===== config.mk =====
export PLATFORM = sky130hd
export DESIGN_NAME = lbl_alu
export DESIGN_NICKNAME = d
export VERILOG_FILES = /design/src/rtl/core/lbl_pkg.sv /design/src/rtl/core/lbl_alu.sv
export SDC_FILE = /design/constraint.sdc
export NUM_CORES = 1
export LEC_CHECK = 0
export BUFFER_PORTS_ARGS = -buffer_cell sky130_fd_sc_hd__buf_2
export CELL_PAD_IN_SITES_DETAIL_PLACEMENT = 0
export CELL_PAD_IN_SITES_GLOBAL_PLACEMENT = 1
export CORE_MARGIN = 2
export CORE_UTILIZATION = 30
export DETAILED_ROUTE_END_ITERATION = 6
export GPL_TIMING_DRIVEN = 0
export PLACE_DENSITY = 0.83
export SLEW_MARGIN = 20
export SYNTH_ARGS = -nofsm -noshare
export SYNTH_HDL_FRONTEND = slang
export SYNTH_SLANG_ARGS = --single-unit

===== constraint.sdc =====
create_clock -name vclk -period 6.4
set_clock_uncertainty 0.15 [all_clocks]
set_input_delay 1.28 -clock vclk [all_inputs]
set_output_delay 1.28 -clock vclk [all_outputs]
set_load 0.02 [all_outputs]

===== src/rtl/core/lbl_pkg.sv =====
package lbl_pkg;

    // Table geometry
    localparam int ENTRIES = 64;
    localparam int IDX_W   = $clog2(ENTRIES);

    // Field widths
    localparam int CMD_W    = 2;
    localparam int KEY_W    = 32;
    localparam int TIME_W   = 32;
    localparam int FAIL_W   = 8;
    localparam int DELAY_W  = 17;
    localparam int BLOCK_W  = 33;
    localparam int CFG_IDX_W  = 2;
    localparam int CFG_DATA_W = 32;

    localparam logic [DELAY_W-1:0] RETRY_MAX = {DELAY_W{1'b1}};

    // Commands
    localparam logic [CMD_W-1:0] CMD_CHECK   = 2'd0;
    localparam logic [CMD_W-1:0] CMD_FAILURE = 2'd1;
    localparam logic [CMD_W-1:0] CMD_SUCCESS = 2'd2;
    localparam logic [CMD_W-1:0] CMD_RESET   = 2'd3;

    // Configuration register indexes
    localparam logic [CFG_IDX_W-1:0] CFG_FAIL_LIMIT    = 2'd0;
    localparam logic [CFG_IDX_W-1:0] CFG_INITIAL_DELAY = 2'd1;
    localparam logic [CFG_IDX_W-1:0] CFG_MAX_DELAY     = 2'd2;
    localparam logic [CFG_IDX_W-1:0] CFG_RETENTION     = 2'd3;

    // Arithmetic unit operations
    localparam logic ALU_SUB = 1'b0;
    localparam logic ALU_ADD = 1'b1;

    typedef struct packed {
        logic [KEY_W-1:0]   user;
        logic [KEY_W-1:0]   addr;
        logic [FAIL_W-1:0]  failures;
        logic [BLOCK_W-1:0] block_end;
        logic [TIME_W-1:0]  last_fail;
    } t_entry;

    typedef struct packed {
        logic               op;
        logic [BLOCK_W-1:0] a;
        logic [BLOCK_W-1:0] b;
    } t_alu_req;

    typedef struct packed {
        logic [BLOCK_W-1:0] res;
        logic               carry;
    } t_alu_rsp;

endpackage


===== src/rtl/core/lbl_alu.sv =====
module lbl_alu (
    input  lbl_pkg::t_alu_req i_req,
    output lbl_pkg::t_alu_rsp o_rsp
);

    logic [lbl_pkg::BLOCK_W:0] sum;

    // Add or subtract on 33 bits; top bit is carry or borrow
    always_comb begin
        if (i_req.op == lbl_pkg::ALU_ADD) begin
            sum = {1'b0, i_req.a} + {1'b0, i_req.b};
        end else begin
            sum = {1'b0, i_req.a} - {1'b0, i_req.b};
        end
    end

    assign o_rsp.res   = sum[lbl_pkg::BLOCK_W-1:0];
    assign o_rsp.carry = sum[lbl_pkg::BLOCK_W];

endmodule


Word level (Yosys, flattened, before mapping)
Cells that the tools add are included.

storage, ports and cells
  register bits = 0
  bits in latches = 0
  bits in writable memories = 0
  bits in read-only memories = 0
  input port bits = 67
  output and inout bits = 34
  word-level logic and storage cells = 3
  memories = 0

operators by class
  $add $sub $neg = 2
  multiply operators = 0
  divide/modulo/power cells = 0
  $lt $le $gt $ge = 0
  equal/unequal tests = 0
  shift operators = 0
  multiplexer cells = 1
  bitwise gates (word level) = 0
  reductions and logical operators = 0

operators by type and width
  kind                          number
  adder 33 x 33 -> 34 bit       1
  two-way mux 34 bit            1
  subtractor 33 x 33 -> 34 bit  1

Depth between registers and ports, before layout
Gate-level depths: netlist of run 1.

  depth in word-level cells = 2
  mapped depth = 17
  depth with buffers taken out = 17

Worst setup path before layout of run 1
OpenSTA, ideal clock, no wires.

  path kind = input port to output port
  start point = input port i_req[9] (netlist name)
  end point = output port o_rsp[33] (netlist name)
  arrival time = 4.567 ns
  setup slack = 0.403 ns
  stages = 15
  path buffers = 0
  path through = or4_1 -> nor3_2 -> and4_4 -> and2_4 -> nand2b_4 -> nor2_1 -> nor2_1 -> xor2_1 -> ha_1 -> and3_1 -> nand2_1 -> or4_1 -> o221ai_1 -> o211ai_1 -> xnor2_1

RTL lines
  item             line          text
  start, declared  lbl_alu.sv:2  input lbl_pkg::t_alu_req i_req,
  end, declared    lbl_alu.sv:3  output lbl_pkg::t_alu_rsp o_rsp

==> impl_metrics.py, run 1 <==
metrics = {
    "floorplan": {
        "start_util_pct": 30.8,
        "io-pin-count": 101,
        "num_rows": 33,
        "core-area_mm2": 0.00813,
        "dieHeight_um": 95.4,
        "die_w_um": 95.4,
        "dieArea_mm2": 0.00909,
    },
    "critical_path": {
        "slowest_stage": "or4_4",
        "cp_data_required_time_ns": 4.97,
        "cpPeakStageDelay_ns": 0.55,
        "start_kind": "input port",
        "critPathCaptureType": "output pin",
        "arrival_ns": 4.79,
        "path_max_fanout": 7,
        "path_cells": "buf_2, or4_4, nor3_4, and4_4, and2_4, nand2b_4, nor2_1, nor2_1, xor2_1, ha_4, and3_1, nand2_1, or4_1, o221ai_1, o211ai_1, xnor2_1, buf_2",
        "critical_path_class": "input port to output pin",
    },
    "global_routing": {
        "grt_max_degree": 11,
        "antenna_found_initial": 0,
        "gr-max-usage-layer": "met2",
        "grt.met3_usage_pct": 2.13,
        "grt_pass1_wl_um": 12600,
        "grt_pass1_vias": 2820,
        "grtUsageMet1_pct": 23.0,
        "grt_overflow_total": 0,
        "grt_util_all_layers_pct": 16.7,
        "met2_usage_pct": 28.0,
    },
    "run_status": {
        "outcome": "completed",
    },
    "route": {
        "drc": 0,
        "viasPerCell": 5.25,
        "wire_per_inst_um": 14.1,
        "first_pass_iters": 4,
        "ant_nets": 0,
        "postRouteWirelength_um": 7930,
        "vias": 2959,
        "drt_iter0_markers": 113,
    },
    "yosys": {
        "avgSynthCellArea_um2": 6.94,
        "synth.distinct_cells": 56,
        "synth_cells": 361,
        "yosys_warnings": 0,
        "syn-cell-area_mm2": 0.00250,
        "synth_fp_nets": 463,
        "synth_seq_area_share_pct": 0,
    },
    "layout": {
        "seq_cell_count": 0,
        "n_fill_cell": 872,
        "syn2layout_area_growth_pct": 29.3,
        "fin_nets": 563,
        "seqCellArea_um2": 0,
        "drive_gt1_share_pct": 30.3,
        "nClkBuffers": 0,
        "multi_input_area_mm2": 0.00252,
        "num_antenna_cells": 0,
    },
    "min_path": {
        "hold_path.class": "input port to output pin",
        "min-delay-start": "i_req[33]",
        "holdPathStages": 3,
        "whs_endpoint": "o_rsp[1]",
    },
    "timing": {
        "fin_crit_ns": 6.22,
        "max_freq_ghz": 0.161,
        "worst_slew_pin_slew_ns": 0.501,
        "drv_slew": 0,
        "final.setup.tns_ns": 0,
        "rsz0062_at_grt": "true",
        "period_share_pct": 97.2,
        "hold_viol": 0,
        "hold_slack_ns": 2.74,
        "setup_viol": 0,
        "max-slew-margin-rel_pct": 66.6,
    },
    "power": {
        "powerDensity_mw_per_mm2": 168,
        "p_leak_nw": 1.52,
        "ir_drop_mv": 0.0702,
    },
    "placement": {
        "portBuffers": 100,
        "hpwl_um": 6800,
        "gp_congestion": 0.895,
    },
    "run": {
        "drv_cap": 0,
    },
    "clock_network": {
        "cts_hold_buf": 0,
    },
}
-- critical path, delay by kind of cell --
family                   cells  cell delay [ns]
AO/OA/AOI/OAI                2             0.34
XOR/XNOR                     2             0.34
adder cells (fa/ha/maj)      1             0.32
buffers and inverters        2             0.30
AND/OR/NAND/NOR             10             2.20
-- cells in the mapped netlist (all sizes together) --
cell type / instances / area share, %
and2: 2 / 0.60
a211oi: 1 / 0.30
and3b: 2 / 0.70
xnor2: 26 / 9.1
a41oi: 1 / 0.35
o311ai: 2 / 1.0
o21ba: 1 / 0.40
nor3: 13 / 3.4
nor2b: 2 / 0.50
a21o: 15 / 4.5
a221oi: 1 / 0.60
nand2: 22 / 3.4
o221ai: 1 / 0.35
nor4: 5 / 2.3
mux2: 1 / 0.45
a21oi: 53 / 11
xor2: 36 / 13
nor2: 47 / 7.1
and4: 2 / 0.80
nor4bb: 1 / 0.40
nand2b: 5 / 1.5
nand4: 3 / 0.75
a31o: 1 / 0.35
inv: 13 / 1.9
o22ai: 1 / 0.25
o2111ai: 1 / 0.35
o21ai: 15 / 3.1
or3: 2 / 0.50
and3: 2 / 0.50
o31ai: 5 / 1.7
o21a: 3 / 0.90
o21bai: 6 / 1.8
ha: 34 / 17
a211o: 2 / 0.70
buf: 1 / 0.20
o211ai: 4 / 1.2
clkbuf: 9 / 1.3
nand3: 6 / 1.2
or4: 4 / 1.3
a31oi: 8 / 2.6
fa: 1 / 0.80
a21boi: 1 / 0.30
-- cells by family after synthesis --
family	share of synthesized area, %
AO/OA/AOI/OAI	31.4
XOR/XNOR	21.7
adder cells (fa/ha/maj)	17.8
buffers and inverters	3.50
multiplexers	0.450
AND/OR/NAND/NOR	25.2
-- report_power, final --
group	switching [mW]	internal, mW
Combinational	0.327	0.216
Clock	0	0
Sequential	0	0
Total	0.327	0.216
-- routing by layer --
layer	wire, µm	part of all wire [%]
met2	3670	46
met5	0	0
met1	3580	45
met4	182	2.3
met3	498	6.3
-- worst max-delay path by stage --
| stage | start | endpoint | slack, ns | cells past startpoint |
|---|---|---|---|---|
| 6_report | i_req[13] | o_rsp[33] | 0.18 | 17 |
| 5_1_grt | i_req[13] | o_rsp[0] | -0.03 | 19 |
| 4_1_cts | i_req[9] | o_rsp[0] | 0.07 | 17 |
| 3_5_place_dp | i_req[9] | o_rsp[0] | -0.005 | 18 |
| 3_3_place_gp | i_req[9] | o_rsp[0] | 0.02 | 18 |
| 2_1_floorplan | i_req[9] | o_rsp[33] | 0.40 | 15 |
-- timing repair --
action | CTS | global route
resized for setup | 1 | 20
endpoints found under the setup margin | 1 | 6
setup buffers | 0 | 2
pin swaps | 0 | 2
-- metrics by stage --
stage	setup WS [ns]	total power, mW	utilization (%)	instance area, µm²	instances
after floorplan	0.403	0.369	-	2500	361
after global placement	0.0233	0.514	38.5	3140	566
after detailed placement	-0.00532	0.517	38.5	3140	566
after CTS	0.0676	0.522	38.5	3140	564
after global routing	-0.0271	0.596	39.8	3240	564
final	0.177	0.543	39.8	3240	564
-- area by class of cell --
| type | instances | area share [%] |
|---|---|---|
| Multi-Input combinational cell | 338 | 77.8 |
| Timing Repair Buffer | 102 | 15.9 |
| Inverter | 13 | 1.51 |
| Tap cell | 105 | 4.06 |
| Buffer | 6 | 0.734 |
-- cells in the final DEF, fill, tap and decap left out, types with 4 or more instances in the layout --
cell        n
xor2_1     36
o21ai_0    14
a21o_1     15
o21bai_1    6
nand2b_1    4
clkbuf_1    5
nor3_1     10
buf_2     101
nor2_1     45
ha_1       29
a31oi_1     7
inv_1      13
nand2_1    21
xnor2_1    26
a21oi_2     6
o211ai_1    4
a21oi_1    47
nand3_1     6
(Power assumes the default switching activity.)
==> run 2: changes to the inputs <==
--- a/config.mk
+++ b/config.mk
@@ -5,6 +5,7 @@
 export SDC_FILE = /design/constraint.sdc
 export NUM_CORES = 1
 export LEC_CHECK = 0
+export ABC_AREA = 1
 export BUFFER_PORTS_ARGS = -buffer_cell sky130_fd_sc_hd__buf_2
 export CELL_PAD_IN_SITES_DETAIL_PLACEMENT = 0
 export CELL_PAD_IN_SITES_GLOBAL_PLACEMENT = 1
==> run 2 against run 1 <==
Fmax up 14%. Utilization down 2.3 points. Global-route usage up 1.6 points. Sequential cell count unchanged. Cell area up 20%. Non-clock buffer count down 4. First-iteration DRC count up 75%. Count of clock-buffer cells in the layout unchanged. Hold slack better by 0.0060 ns. Wire length up 33%. Die area up 27%. Critical path type unchanged. Combinational power up 2%. Largest power group unchanged.
==> impl_metrics.py, run 2 <==
metrics = {
    "yosys": {
        "synth.top_cell.area_share_pct": 22.6,
        "synth_cells": 620,
        "synth.most_common_cell": "nand2_1",
        "synth-xor-area-share_pct": 12.5,
        "synthSimpleGateAreaFrac_pct": 47.3,
        "yosys_warnings": 0,
        "synthTopCellsByArea": "nand2_1 23%, ha_1 13%, inv_1 13%",
        "syn-cell-area_mm2": 0.00321,
        "synth_top_family_by_area": "simple AND/OR/NAND/NOR gates",
        "synth_seq_area_share_pct": 0,
        "synth.area.mux_share_pct": 0,
        "synth_fp_nets": 722,
        "avgSynthCellArea_um2": 5.18,
        "synth_top_area_cell": "nand2_1",
        "yosys.area_share.adder_pct": 13.9,
        "yosys-top-cells-count": "193 x nand2_1, 107 x inv_1, 71 x nor2_1",
        "synth_compound_area_share_pct": 13.2,
        "synth.distinct_cells": 29,
    },
    "critical_path": {
        "path_max_fanout": 5,
        "arrival_ns": 4.05,
        "start_kind": "input port",
        "cp_data_required_time_ns": 4.97,
        "critical_path_class": "input port to output pin",
        "critPathCaptureType": "output pin",
    },
    "power": {
        "combPwrFrac_pct": 100.0,
        "p_leak_nw": 2.29,
        "internal-power_mw": 0.185,
        "p_seq_share_pct": 0,
        "clock_power_share_pct": 0,
        "ir_drop_mv": 0.0586,
        "power.switching_mw": 0.367,
        "total_power_mw": 0.553,
        "powerDensity_mw_per_mm2": 142,
        "swShare_pct": 66.4,
    },
    "layout": {
        "seq_cell_count": 0,
        "num_antenna_cells": 0,
        "final_cell_mix": "193 x nand2_1, 107 x inv_1, 102 x buf_2, 71 x nor2_1, 41 x xor2_1",
        "drive_gt1_share_pct": 19.4,
        "fin_nets": 825,
        "seqCellArea_um2": 0,
        "n_fill_cell": 1214,
        "fin_cells": 857,
        "syn2layout_area_growth_pct": 21.0,
        "fin_util_pct": 37.5,
        "mostFrequentLayoutCell": "nand2_1",
        "nClkBuffers": 0,
    },
    "placement": {
        "hpwl_um": 9720,
        "portBuffers": 101,
        "dp.cells": 857,
        "gp_congestion": 0.896,
        "dp_worst_setup_slack_ns": 0.892,
    },
    "clock_network": {
        "cts_hold_buf": 0,
        "cts_resized": 0,
        "cts_setup_buffers": 0,
    },
    "min_path": {
        "hold_path.class": "input port to output pin",
    },
    "global_routing": {
        "grt_pass1_wl_um": 17400,
        "antenna_found_initial": 0,
        "grt_max_degree": 11,
        "grt_overflow_total": 0,
        "grt_pass1_vias": 3809,
        "grt_util_all_layers_pct": 18.3,
    },
    "floorplan": {
        "core-area_mm2": 0.0104,
        "dieArea_mm2": 0.0115,
        "start_util_pct": 31.0,
        "io-pin-count": 101,
        "dieHeight_um": 107,
        "die_w_um": 107,
        "num_rows": 37,
    },
    "timing": {
        "setup_ws_ns": 0.918,
        "max_freq_ghz": 0.182,
        "worst_slew_pin_slew_ns": 0.491,
        "drv_slew": 0,
        "max-slew-margin-rel_pct": 67.3,
        "final.setup.tns_ns": 0,
        "setup_viol": 0,
        "period_share_pct": 85.6,
        "fin_crit_ns": 5.48,
        "hold_viol": 0,
        "rsz0062_at_grt": "false",
    },
    "route": {
        "wire_per_inst_um": 12.3,
        "vias": 4046,
        "viasPerCell": 4.72,
        "drc": 0,
        "postRouteWirelength_um": 10600,
        "first_pass_iters": 5,
        "ant_nets": 0,
        "drt_iter0_markers": 198,
    },
    "run_status": {
        "outcome": "completed",
    },
    "run": {
        "drv_cap": 0,
    },
}
run 2: power groups by stage:
stage               Clock (mW)  Combinational (mW)  Sequential (mW)
floorplan                    0               0.381                0
global placement             0               0.549                0
detailed placement           0               0.552                0
CTS                          0               0.554                0
global route                 0               0.617                0
finish                       0               0.553                0
run 2: logic make-up after synthesis:
logic type,after synthesis
simple gates,350
buf+inv,111
compound gates,78
xor+xnor,46
fa+ha+maj,35
run 2: area by class of cell:
type	count	area [µm²]	share of cell area, %
tap	136	170	4.38
multi-input combinational	509	2790	71.9
timing repair buffer	101	505	13.0
buffer	3	12.5	0.322
inverter	108	405	10.4
run 2: routing by layer:
| layer | wire length [µm] | up-vias | track usage [%] |
|---|---|---|---|
| met3 | 337 | 17 | 0.363 |
| met4 | 200 | 0 | 3.30 |
| li1 | - | 2159 | - |
| met1 | 5150 | 1775 | 25.6 |
| met2 | 4890 | 95 | 31.8 |
| met5 | 0 | - | 0 |
run 2: path summary, 6_finish.rpt:
kind,start,end,slack [ns],cells after the start
worst min-delay path,i_req[33],o_rsp[1],2.74,3
worst max-delay path,i_req[0],o_rsp[29],0.92,19
run 2: worst max-delay path, cell delays in order:
cell and delay (ns):
buf_2 0.11, inv_1 0.09, ha_1 0.22, nand4_2 0.16, nor2_2 0.18, nand3_1 0.09
nand2_1 0.17, o21ai_1 0.11, xor2_1 0.17, ha_1 0.42, nand2_1 0.14, nor2_1 0.21
nand2_1 0.12, nor3_1 0.14, nand2_1 0.12, nand2_1 0.08, nand2_1 0.05, nand2_1 0.05
buf_2 0.16
run 2: through the flow:
step	instance area, µm²	hold WS, ns
3_5_place_dp	3890	2.74
4_1_cts	3890	2.74
6_report	3890	2.74
5_1_grt	3890	2.75
3_3_place_gp	3890	2.74
2_1_floorplan	3210	2.61
